$ cat src/rtl/ubpg_pkg.sv
`timescale 1ns / 1ps
// ----------------------------------------------------------------------------
// ubpg_pkg
// Shared types and constants of the uart burst pattern generator.
// ----------------------------------------------------------------------------
package ubpg_pkg;

  localparam int unsigned PayloadDepth = 64;
  localparam int unsigned PayloadAw    = $clog2(PayloadDepth);
  localparam int unsigned SlotBits     = 11;
  localparam int unsigned FrameBits    = 8;

  localparam logic [3:0] BitsPerFrame = 4'd10;
  localparam logic [3:0] StopPos      = 4'd9;
  localparam logic [9:0] MinIdle      = 10'd12;
  localparam logic [6:0] MaxFrames    = 7'd64;

  // configuration register indexes
  localparam logic [1:0] CfgFirstByte  = 2'd0;
  localparam logic [1:0] CfgFrameCount = 2'd1;
  localparam logic [1:0] CfgIdleBits   = 2'd2;
  localparam logic [1:0] CfgPayloadLen = 2'd3;

  // input item modes
  localparam logic ModeTick = 1'b0;
  localparam logic ModeLoad = 1'b1;

  typedef enum logic [1:0] {
    SLOT_IDLE,
    SLOT_START,
    SLOT_STOP,
    SLOT_DATA
  } slot_kind_e;

  typedef struct packed {
    slot_kind_e  kind;
    logic [2:0]  bit_sel;
    logic        use_mem;
    logic [7:0]  count_byte;
    logic        burst_end;
  } slot_info_t;

endpackage

$ cat src/rtl/uart_burst_pattern_generator_unit.sv
`timescale 1ns / 1ps
// ----------------------------------------------------------------------------
// uart_burst_pattern_generator_unit
// Repeating 8N1 uart burst pattern, one bit time per tick transaction.
// ----------------------------------------------------------------------------
// Usage:
//   Input channel (in_valid_i / in_stall_o): mode_i = 0 is a tick that yields
//   one output transaction with the line level of the next bit slot; mode_i = 1
//   loads payload_byte_i into payload entry payload_index_i, no output.
//   Output channel (out_valid_o / out_stall_i): line_level_o and burst_end_o,
//   the latter high on the last idle slot of each burst.
//   Config channel (cfg_valid_i / cfg_ready_o, always ready): index 0 first
//   byte, 1 frame count, 2 idle bits, 3 payload length (0 = counting bytes).
//   Write config only while no tick is in flight.
// Timing:
//   A tick passes the synchronous payload memory read, then the output
//   register, before it shows at the output. One transaction per cycle is
//   accepted while the output drains.
//   When out_stall_i holds the output register, the read stage holds too and
//   in_stall_o rises once that stage is occupied.
// Reset:
//   Slot position returns to the start of a burst and the registers take their
//   defaults; payload memory contents are not cleared.
// ----------------------------------------------------------------------------
module uart_burst_pattern_generator_unit
  import ubpg_pkg::*;
(
  input  logic       clk_i,
  input  logic       rst_ni,
  input  logic       in_valid_i,
  output logic       in_stall_o,
  input  logic       mode_i,
  input  logic [5:0] payload_index_i,
  input  logic [7:0] payload_byte_i,
  output logic       out_valid_o,
  input  logic       out_stall_i,
  output logic       line_level_o,
  output logic       burst_end_o,
  input  logic       cfg_valid_i,
  output logic       cfg_ready_o,
  input  logic [1:0] cfg_index_i,
  input  logic [9:0] cfg_data_i
);

  logic [7:0] first_byte_q;
  logic [6:0] frame_count_q;
  logic [9:0] idle_bits_q;
  logic [6:0] payload_length_q;

  logic                 accept;
  logic                 tick;
  logic                 load;
  logic                 hold;
  logic [PayloadAw-1:0] raddr;
  logic [7:0]           rdata;
  slot_info_t           info;

  assign cfg_ready_o = 1'b1;
  assign in_stall_o  = hold;
  assign accept      = in_valid_i && !hold;
  assign tick        = accept && (mode_i == ModeTick);
  assign load        = accept && (mode_i == ModeLoad)
                    && ({2'b00, payload_index_i} < 8'(PayloadDepth));

  always_ff @(posedge clk_i or negedge rst_ni) begin
    if (!rst_ni) begin
      first_byte_q     <= 8'd65;
      frame_count_q    <= 7'd4;
      idle_bits_q      <= 10'd14;
      payload_length_q <= 7'd0;
    end else if (cfg_valid_i && cfg_ready_o) begin
      unique case (cfg_index_i)
        CfgFirstByte:  first_byte_q     <= cfg_data_i[7:0];
        CfgFrameCount: frame_count_q    <= cfg_data_i[6:0];
        CfgIdleBits:   idle_bits_q      <= cfg_data_i;
        CfgPayloadLen: payload_length_q <= cfg_data_i[6:0];
        default: ;
      endcase
    end
  end

  ubpg_slot_seq u_slot_seq (
    .clk_i            (clk_i),
    .rst_ni           (rst_ni),
    .tick_i           (tick),
    .first_byte_i     (first_byte_q),
    .frame_count_i    (frame_count_q),
    .idle_bits_i      (idle_bits_q),
    .payload_length_i (payload_length_q),
    .raddr_o          (raddr),
    .info_o           (info)
  );

  ubpg_payload_ram u_payload_ram (
    .clk_i   (clk_i),
    .we_i    (load),
    .waddr_i (payload_index_i[PayloadAw-1:0]),
    .wdata_i (payload_byte_i),
    .re_i    (tick),
    .raddr_i (raddr),
    .rdata_o (rdata)
  );

  ubpg_line_out u_line_out (
    .clk_i        (clk_i),
    .rst_ni       (rst_ni),
    .tick_i       (tick),
    .info_i       (info),
    .rdata_i      (rdata),
    .hold_o       (hold),
    .out_valid_o  (out_valid_o),
    .out_stall_i  (out_stall_i),
    .line_level_o (line_level_o),
    .burst_end_o  (burst_end_o)
  );

  // back-pressure only comes from a stalled, full output register
  assert property (@(posedge clk_i) disable iff (!rst_ni)
    in_stall_o |-> (out_valid_o && out_stall_i))
    else $error("input stalled while output is free");

  // burst end falls on an idle slot, which is high
  assert property (@(posedge clk_i) disable iff (!rst_ni)
    (out_valid_o && burst_end_o) |-> line_level_o)
    else $error("burst end on a low line level");

  // a tick accepted with the output free reaches the output through the read stage and the output register
  assert property (@(posedge clk_i) disable iff (!rst_ni)
    (tick && !out_valid_o) |=> ##1 out_valid_o)
    else $error("tick lost in the pipeline");

endmodule

$ cat src/rtl/ubpg_payload_ram.sv
`timescale 1ns / 1ps
// ----------------------------------------------------------------------------
// ubpg_payload_ram
// Payload byte store, one write and one registered read port.
// ----------------------------------------------------------------------------
module ubpg_payload_ram
  import ubpg_pkg::*;
(
  input  logic                 clk_i,
  input  logic                 we_i,
  input  logic [PayloadAw-1:0] waddr_i,
  input  logic [7:0]           wdata_i,
  input  logic                 re_i,
  input  logic [PayloadAw-1:0] raddr_i,
  output logic [7:0]           rdata_o
);

  logic [7:0] mem [PayloadDepth];
  logic [7:0] rdata_q;

  always_ff @(posedge clk_i) begin
    if (we_i) begin
      mem[waddr_i] <= wdata_i;
    end
  end

  // read data held until the next read
  always_ff @(posedge clk_i) begin
    if (re_i) begin
      rdata_q <= mem[raddr_i];
    end
  end

  assign rdata_o = rdata_q;

endmodule

$ cat src/rtl/ubpg_slot_seq.sv
`timescale 1ns / 1ps
// ----------------------------------------------------------------------------
// ubpg_slot_seq
// Slot, frame and bit counters of the burst and decode of the current slot.
// ----------------------------------------------------------------------------
module ubpg_slot_seq
  import ubpg_pkg::*;
(
  input  logic                 clk_i,
  input  logic                 rst_ni,
  input  logic                 tick_i,
  input  logic [7:0]           first_byte_i,
  input  logic [6:0]           frame_count_i,
  input  logic [9:0]           idle_bits_i,
  input  logic [6:0]           payload_length_i,
  output logic [PayloadAw-1:0] raddr_o,
  output slot_info_t           info_o
);

  logic [SlotBits-1:0]  slot_q, slot_d;
  logic [FrameBits-1:0] frame_q, frame_d;
  logic [3:0]           pos_q, pos_d;

  logic [6:0]          eff_len;
  logic [6:0]          frames;
  logic [9:0]          idle;
  logic [SlotBits-1:0] slots;
  logic [SlotBits-1:0] last;

  always_comb begin
    eff_len = (payload_length_i > MaxFrames) ? MaxFrames : payload_length_i;
    if (eff_len != 7'd0) begin
      frames = eff_len;
    end else if (frame_count_i == 7'd0) begin
      frames = 7'd1;
    end else if (frame_count_i > MaxFrames) begin
      frames = MaxFrames;
    end else begin
      frames = frame_count_i;
    end
    idle  = (idle_bits_i < MinIdle) ? MinIdle : idle_bits_i;
    // frames * 10 as two shifted adds
    slots = {1'b0, frames, 3'b000} + {3'b000, frames, 1'b0}
          + {{(SlotBits-10){1'b0}}, idle};
    last  = slots - {{(SlotBits-1){1'b0}}, 1'b1};
  end

  always_comb begin
    info_o.bit_sel    = 3'(pos_q - 4'd1);
    info_o.use_mem    = (eff_len != 7'd0);
    info_o.count_byte = first_byte_i + frame_q[7:0];
    info_o.burst_end  = (slot_q == last);
    if (frame_q >= {{(FrameBits-7){1'b0}}, frames}) begin
      info_o.kind = SLOT_IDLE;
    end else if (pos_q == 4'd0) begin
      info_o.kind = SLOT_START;
    end else if (pos_q == StopPos) begin
      info_o.kind = SLOT_STOP;
    end else begin
      info_o.kind = SLOT_DATA;
    end
  end

  assign raddr_o = frame_q[PayloadAw-1:0];

  always_comb begin
    slot_d  = slot_q;
    frame_d = frame_q;
    pos_d   = pos_q;
    if (tick_i) begin
      // past the end also restarts, the burst may have shrunk
      if (slot_q >= last) begin
        slot_d  = '0;
        frame_d = '0;
        pos_d   = '0;
      end else begin
        slot_d = slot_q + {{(SlotBits-1){1'b0}}, 1'b1};
        if (pos_q == BitsPerFrame - 4'd1) begin
          pos_d   = '0;
          frame_d = frame_q + {{(FrameBits-1){1'b0}}, 1'b1};
        end else begin
          pos_d = pos_q + 4'd1;
        end
      end
    end
  end

  always_ff @(posedge clk_i or negedge rst_ni) begin
    if (!rst_ni) begin
      slot_q  <= '0;
      frame_q <= '0;
      pos_q   <= '0;
    end else begin
      slot_q  <= slot_d;
      frame_q <= frame_d;
      pos_q   <= pos_d;
    end
  end

endmodule

$ cat src/rtl/ubpg_line_out.sv
`timescale 1ns / 1ps
// ----------------------------------------------------------------------------
// ubpg_line_out
// Read-data stage and output register: picks the line level of each slot.
// ----------------------------------------------------------------------------
module ubpg_line_out
  import ubpg_pkg::*;
(
  input  logic       clk_i,
  input  logic       rst_ni,
  input  logic       tick_i,
  input  slot_info_t info_i,
  input  logic [7:0] rdata_i,
  output logic       hold_o,
  output logic       out_valid_o,
  input  logic       out_stall_i,
  output logic       line_level_o,
  output logic       burst_end_o
);

  logic       s1_valid_q, s1_valid_d;
  slot_info_t s1_info_q;
  logic       out_valid_q, out_valid_d;
  logic       level_q, end_q;
  logic       advance;
  logic       s1_load;
  logic [7:0] byte_sel;
  logic       level;

  assign advance = !out_valid_q || !out_stall_i;
  assign s1_load = !s1_valid_q || advance;
  assign hold_o  = !s1_load;

  always_comb begin
    byte_sel = s1_info_q.use_mem ? rdata_i : s1_info_q.count_byte;
    unique case (s1_info_q.kind)
      SLOT_IDLE:  level = 1'b1;
      SLOT_START: level = 1'b0;
      SLOT_STOP:  level = 1'b1;
      SLOT_DATA:  level = byte_sel[s1_info_q.bit_sel];
      default:    level = 1'b1;
    endcase
  end

  always_comb begin
    s1_valid_d  = s1_load ? tick_i : s1_valid_q;
    out_valid_d = advance ? s1_valid_q : out_valid_q;
  end

  always_ff @(posedge clk_i or negedge rst_ni) begin
    if (!rst_ni) begin
      s1_valid_q  <= 1'b0;
      out_valid_q <= 1'b0;
    end else begin
      s1_valid_q  <= s1_valid_d;
      out_valid_q <= out_valid_d;
    end
  end

  always_ff @(posedge clk_i) begin
    if (s1_load && tick_i) begin
      s1_info_q <= info_i;
    end
    if (advance && s1_valid_q) begin
      level_q <= level;
      end_q   <= s1_info_q.burst_end;
    end
  end

  assign out_valid_o  = out_valid_q;
  assign line_level_o = level_q;
  assign burst_end_o  = end_q;

endmodule

$ cat config.mk
export PLATFORM = sky130hd
export DESIGN_NAME = uart_burst_pattern_generator_unit
export DESIGN_NICKNAME = d
export VERILOG_FILES = /design/src/rtl/ubpg_pkg.sv /design/src/rtl/uart_burst_pattern_generator_unit.sv /design/src/rtl/ubpg_payload_ram.sv /design/src/rtl/ubpg_slot_seq.sv /design/src/rtl/ubpg_line_out.sv
export SDC_FILE = /design/constraint.sdc
export NUM_CORES = 1
export LEC_CHECK = 0
export BUFFER_PORTS_ARGS = -buffer_cell sky130_fd_sc_hd__clkbuf_2
export CORE_ASPECT_RATIO = 1.25
export CORE_UTILIZATION = 50
export DETAILED_ROUTE_END_ITERATION = 12
export PLACE_DENSITY = 0.66
export SYNTH_ARGS = -nofsm -noshare
export SYNTH_HDL_FRONTEND = slang
export SYNTH_SLANG_ARGS = --single-unit
$ cat constraint.sdc
create_clock -name clk_i -period 7.5 [get_ports clk_i]
set_input_delay 0.75 -clock clk_i [delete_from_list [all_inputs] [get_ports clk_i]]
set_output_delay 0.75 -clock clk_i [all_outputs]
set_load 0.005 [all_outputs]
# Word-level counts from Yosys, hierarchy flattened
# Memory sizes are Yosys's and may differ from the RTL's. A register that Yosys moved wholly into a read port is not among the register bits.
# Index checks and enable logic that the tools add are counted.
dict set report totals {
  wordCells 83
  reg_bits 74
  n_memories 1
  out_inout_bits 5
  inputBits 32
  ramBits 512
}
# name words width read_ports rd_clocked_by_memory_dff write_ports line_no
set mem_list {}
lappend mem_list {u_payload_ram.mem 64 8 1 1 1 ubpg_payload_ram.sv:18} ;# logic [7:0] mem [PayloadDepth];
dict set report classes {
  n_mux 18
  order_cmp 6
  reduce_logical 24
  eq_ne 8
  n_bitwise 1
  addsub 8
}
# operator count
set ops {}
lappend ops {{2-to-1 mux 7 bit} 4}
lappend ops {{2-to-1 mux 8 bit} 3}
lappend ops {{greater-than comparator 7 bit (second input constant)} 2}
lappend ops {{adder 10 x 8 -> 11 bit} 1}
lappend ops {{adder 11 x 1 -> 11 bit (second input constant)} 1}
lappend ops {{adder 11 x 10 -> 11 bit} 1}
lappend ops {{== test 11 bit} 1}
lappend ops {{>= comparator 11 bit} 1}
lappend ops {{2-to-1 mux 11 bit} 1}
lappend ops {{subtractor 11 x 1 -> 11 bit (second input constant)} 1}
lappend ops {{less-than comparator 10 x 4 -> 1 bit (second input constant)} 1}
lappend ops {{2-to-1 mux 10 bit} 1}
lappend ops {{AND reduction 2 bit} 5}
lappend ops {{adder 8 x 1 -> 8 bit (second input constant)} 1}
lappend ops {{adder 8 bit} 1}
lappend ops {{== test 2 bit (second input constant)} 4}
lappend ops {{>= comparator 8 x 7 -> 1 bit} 1}
lappend ops {{2-to-1 mux 4 bit} 2}
lappend ops {{zero test 7 bit} 1}
lappend ops {{nonzero test 7 bit} 1}
lappend ops {{logical AND 1 bit} 5}
lappend ops {{2-to-1 mux 1 bit} 5}
lappend ops {{adder 4 x 1 -> 4 bit (second input constant)} 1}
lappend ops {{== test 2 x 1 -> 1 bit (second input constant)} 2}
lappend ops {{other kinds (12)} 18}

# Depth between registers and ports, before layout
dict set report depth {
  ltp_word 10
  mapped_depth 29
  depth_no_buf 27
}

# Modules after synthesis
# A second synthesis with hierarchy kept.
dict set report hier_totals {
  cells_unflattened 1399
  area_unflattened_um2 25096.6
}
# module instances area_each_um2 cells_each
set by_module_without_submodules {}
lappend by_module_without_submodules {ubpg_payload_ram 1 20246.9 940}
lappend by_module_without_submodules {ubpg_slot_seq 1 2835.2 345}
lappend by_module_without_submodules {uart_burst_pattern_generator_unit 1 1239.9 73}
lappend by_module_without_submodules {ubpg_line_out 1 774.5 41}

# Worst setup path before layout
# No wires, ideal clock.
dict set report synth_timing {
  kind {register -> register}
  startpoint {register payload_length_q[6]}
  endpoint {register u_slot_seq.frame_q[2]}
  setup_slack_ns 2.408
  period_less_slack_ns 5.092
  arrival_time_ns 4.971
  stages_incl_launch_ff 27
  setup_ns 0.121
  required_time_ns 7.379
  n_path_buf 2
  path_cell_list {dfrtp_1 -> clkbuf_1 -> nor4_1 -> nand2_1 -> nor2_1 -> inv_1 -> nor2_1 -> o21ai_0 -> o21ai_0 -> inv_1 -> ha_1 -> inv_1 -> fa_1 -> ha_1 -> a21o_1 -> a21oi_1 -> nand2b_1 -> a21boi_0 -> o41ai_1 -> xor2_1 -> ha_1 -> nand4_1 -> or2_2 -> o221ai_2 -> clkbuf_1 -> o21ai_0 -> a22o_1}
}
# element line_no
set synth_rtl {}
lappend synth_rtl {{start, declared} uart_burst_pattern_generator_unit.sv:48} ;# logic [6:0] payload_length_q;
lappend synth_rtl {{start signal, assigned} uart_burst_pattern_generator_unit.sv:76} ;# CfgPayloadLen: payload_length_q <= cfg_data_i[6:0];
lappend synth_rtl {{end signal, assigned} ubpg_slot_seq.sv:95} ;# frame_q <= frame_d;
lappend synth_rtl {{end, declared} ubpg_slot_seq.sv:21} ;# logic [FrameBits-1:0] frame_q, frame_d;

==> impl_metrics.csv <==
group,metric,value,unit
status,status,"finished clean",
flow_run,drv_cap,0,
critical_path,crit_required,8.04,ns
die,die_h,252,um
pwr,p_seq_frac,0.449,
die,start_util,0.507,
pwr,power_frac_comb,0.238,
pwr,power_switching,2.47,mW
synth,synth_edf_count,537,
final_layout,area_growth,9.91,%
critical_path,crit_path_end_kind,"register",
synth,async_reset_ff_frac,0.0960,
synth,ys_ff_latch,594,
global_routing,grt_overflow,0,
detailed_routing,drc_errors,0,
synth,syn_area,0.0250,sq mm
detailed_routing,wirelength,54500,um
clock_network,clk_latency,0.60,ns
sta,maxSlewViolCount,0,
synth,synthDistinctLibCells,59,
critical_path,timing.rr.start,"payload_length_q[3]$_DFFE_PN0P_",
die,core_region_area,0.0494,sq mm
final_layout,multi_input_area,0.00687,sq mm
critical_path,startpoint,"payload_length_q[3]$_DFFE_PN0P_",
critical_path,worst_setup_path_start_kind,"register",
clock_network,cts_max_path_buffers,3,
synth,synth_area_per_cell,16.9,sq um
final_layout,antenna_cells,0,
die,die_area,0.0510,sq mm
final_layout,regArea,0.0176,sq mm
final_layout,layout_commonest_cell,"edfxtp_1",
critical_path,arrival,6.45,ns
sta,hold_slack,0.290,ns
detailed_routing,ant_nets,0,
synth,synth_warnings,0,
detailed_routing,first_iter_violations,1058,
sta,setup_viol,0,
sta,min_period,5.92,ns
clock_network,post_cts_buffers,0,
final_layout,drive_gt1_frac,0.168,
placement,gp_congestion,0.884,
final_layout,nNetsFinal,1610,
pwr,p_int,6.19,mW
global_routing,grt_max_degree,65,
clock_network,hold_buffers,0,
clock_network,root_buffer,"clkbuf_16",
synth,syn_inst,1478,
sta,rsz0062_at_grt,"no",
critical_path,r2r_slack,1.58,ns
critical_path,critPathMaxFanout,13,
global_routing,grt_pass1_vias,13400,
hold_path,min_path_type,"input port to asynchronous set/reset pin",
critical_path,path_class,"register to register",
global_routing,antenna_found_initial,0,
sta,setup-tns-final,0,ns
sta,worst_pin_slew,1.18,ns
detailed_routing,vias_per_cell,5.89,
detailed_routing,dr.pass1.iters,5,
clock_network,htreeDepth,2,
sta,finalHoldViolCount,0,
sta,max_freq,169,MHz
critical_path,reg2regPathDepth,27,
die,ios,37,
die,die-width,202,um
pwr,switching_share,0.286,
detailed_routing,routedWlPerCell,24.7,um
placement,portBuffers,35,
synth,ys_seq_area_frac,0.701,
clock_network,clock-sinks,594,
placement,hpwl,33900,um
critical_path,reg2reg_to,"u_slot_seq.slot_q[0]$_DFFE_PN0P_",
detailed_routing,vias,13000,
pwr,leakagePower,9.19,nW
die,fp-row-count,91,
clock_network,cts_tree,"yes",
final_layout,final_cell_mix,"537 x edfxtp_1, 107 x mux2i_1, 98 x nor2_1",
synth,synth_flop_cell,"edfxtp_1",
critical_path,crit_path_end,"u_slot_seq.slot_q[0]$_DFFE_PN0P_",
global_routing,grt_first_pass_wirelength,82300,um
pwr,vdd_drop_max,238,uV
sta,max_slew_margin,0.212,
clock_network,path_clk_slew,0.06,ns
sta,finalCritPeriodShare,0.789,
clock_network,cts_buffers,56,
clock_network,cts_resized,0,
global_routing,grt_usage,0.219,
synth,syn-num-nets,1568,
sta,clock_skew,0.0144,ns
pwr,power_frac_clock,0.313,
pwr,pwr_density_cell,315,mW/mm^2
final_layout,fillers,3919,
==> worst min-delay path by stage <==
stage	startpoint	cells past startpoint	endpoint
5_1_grt	rst_ni	2	u_slot_seq.slot_q[6]$_DFFE_PN0P_
6_report	rst_ni	2	u_slot_seq.slot_q[8]$_DFFE_PN0P_
2_1_floorplan	u_line_out.s1_info_q[0]$_DFFE_PP_	0	u_line_out.burst_end_o$_DFFE_PP_
4_1_cts	rst_ni	2	u_slot_seq.slot_q[8]$_DFFE_PN0P_
3_3_place_gp	u_line_out.s1_info_q[0]$_DFFE_PP_	0	u_line_out.burst_end_o$_DFFE_PP_
3_5_place_dp	u_line_out.s1_info_q[0]$_DFFE_PP_	0	u_line_out.burst_end_o$_DFFE_PP_
==> power groups by stage <==
| stage | combinational, mW | sequential (mW) | clock, mW |
|---|---|---|---|
| floorplan | 1.61 | 3.86 | 0 |
| global placement | 2.06 | 3.95 | 0 |
| detailed placement | 2.09 | 3.96 | 0 |
| CTS | 2.10 | 3.89 | 2.75 |
| global route | 2.28 | 3.90 | 2.86 |
| finish | 2.07 | 3.89 | 2.71 |
==> cell families after synthesis <==
family,count (synthesis),share of synthesized area
AND/OR/NAND/NOR,252,0.0475
XOR/XNOR,18,0.00629
buffers and inverters,132,0.0247
adder cells (fa/ha/maj),58,0.0311
AO/OA/AOI/OAI,197,0.0548
other,1,0.000150
multiplexers,226,0.134
flip-flops,594,0.701
==> critical path, stage by stage (launching register included) <==
cell and delay [ns]:
dfrtp_1 0.39, nor4_1 0.31, nand2_1 0.11, nor2_1 0.15, inv_1 0.08, nor2_1 0.19
o21ai_0 0.13, o21ai_0 0.13, inv_1 0.10, ha_1 0.29, inv_1 0.05, fa_1 0.52
inv_1 0.07, fa_1 0.40, nor2b_1 0.11, o21ai_0 0.10, a21boi_0 0.19, o21ai_0 0.13
nand2b_1 0.10, xnor2_1 0.13, ha_1 0.27, a21o_1 0.19, a21o_1 0.17, a21oi_1 0.18
o221ai_2 0.21, buf_4 0.24, nor2_1 0.64, mux2_2 0.29
==> metrics by stage <==
| stage | utilization | cells | power [mW] | setup WS (ns) | instance area [sq um] |
|---|---|---|---|---|---|
| floorplan | - | 1478 | 5.48 | 2.41 | 25000 |
| global placement | 0.522 | 2113 | 6.01 | 1.75 | 25800 |
| detailed placement | 0.522 | 2113 | 6.04 | 1.61 | 25800 |
| CTS | 0.557 | 2208 | 8.74 | 1.58 | 27500 |
| global route | 0.557 | 2208 | 9.04 | 1.09 | 27500 |
| finish | 0.557 | 2208 | 8.66 | 1.58 | 27500 |
==> layout make-up <==
class / instances / share of cell area
Multi-Input combinational cell: 752 / 0.249
Tap cell: 651 / 0.0296
Clock inverter: 29 / 0.00946
Sequential cell: 594 / 0.638
Inverter: 60 / 0.00818
Clock buffer: 66 / 0.0530
Timing Repair Buffer: 56 / 0.0121
==> registers in the layout, summed over array words and instances, names as in the netlist <==
signal                   cells
u_payload_ram.mem          512
u_payload_ram.rdata_o        8
idle_bits_q                 10
u_line_out.burst_end_o       1
u_line_out.s1_valid_q        1
payload_length_q             7
u_line_out.s1_info_q        15
frame_count_q                7
u_slot_seq.slot_q           11
u_slot_seq.frame_q           8
u_slot_seq.pos_q             4
u_line_out.line_level_o      1
first_byte_q                 8
u_line_out.out_valid_o       1
==> cell usage after synthesis (all sizes together) (7+ instances only) <==
cell    number  share of area
edfxtp     537           0.64
mux4        84          0.076
a22o        18         0.0063
nand2       51         0.0076
xnor2       10         0.0035
nor2        98          0.015
xor2         8         0.0028
o21ai       32         0.0064
a211oi      15         0.0045
buf         41          0.011
inv         60         0.0090
ha          51          0.025
a21o        11         0.0033
clkbuf      31         0.0046
mux2        35          0.016
a31oi        7         0.0017
a21oi       32         0.0064
fa           7         0.0056
a22oi       30         0.0090
a21boi      12         0.0036
nand3b      10         0.0030
nor2b       19         0.0047
a221o        7         0.0028
o22ai        7         0.0017
nand3       32         0.0064
dfrtp       51          0.051
mux2i      107          0.043
==> layer usage <==
| metal | global-route usage | up-vias | part of all wire |
|---|---|---|---|
| met2 | 0.393 | 366 | 0.53 |
| met5 | 0 | - | 0 |
| li1 | - | 5858 | - |
| met1 | 0.264 | 6664 | 0.39 |
| met4 | 0.0913 | 0 | 0.041 |
| met3 | 0.0316 | 117 | 0.046 |
Power figures use the tool's default switching activity.
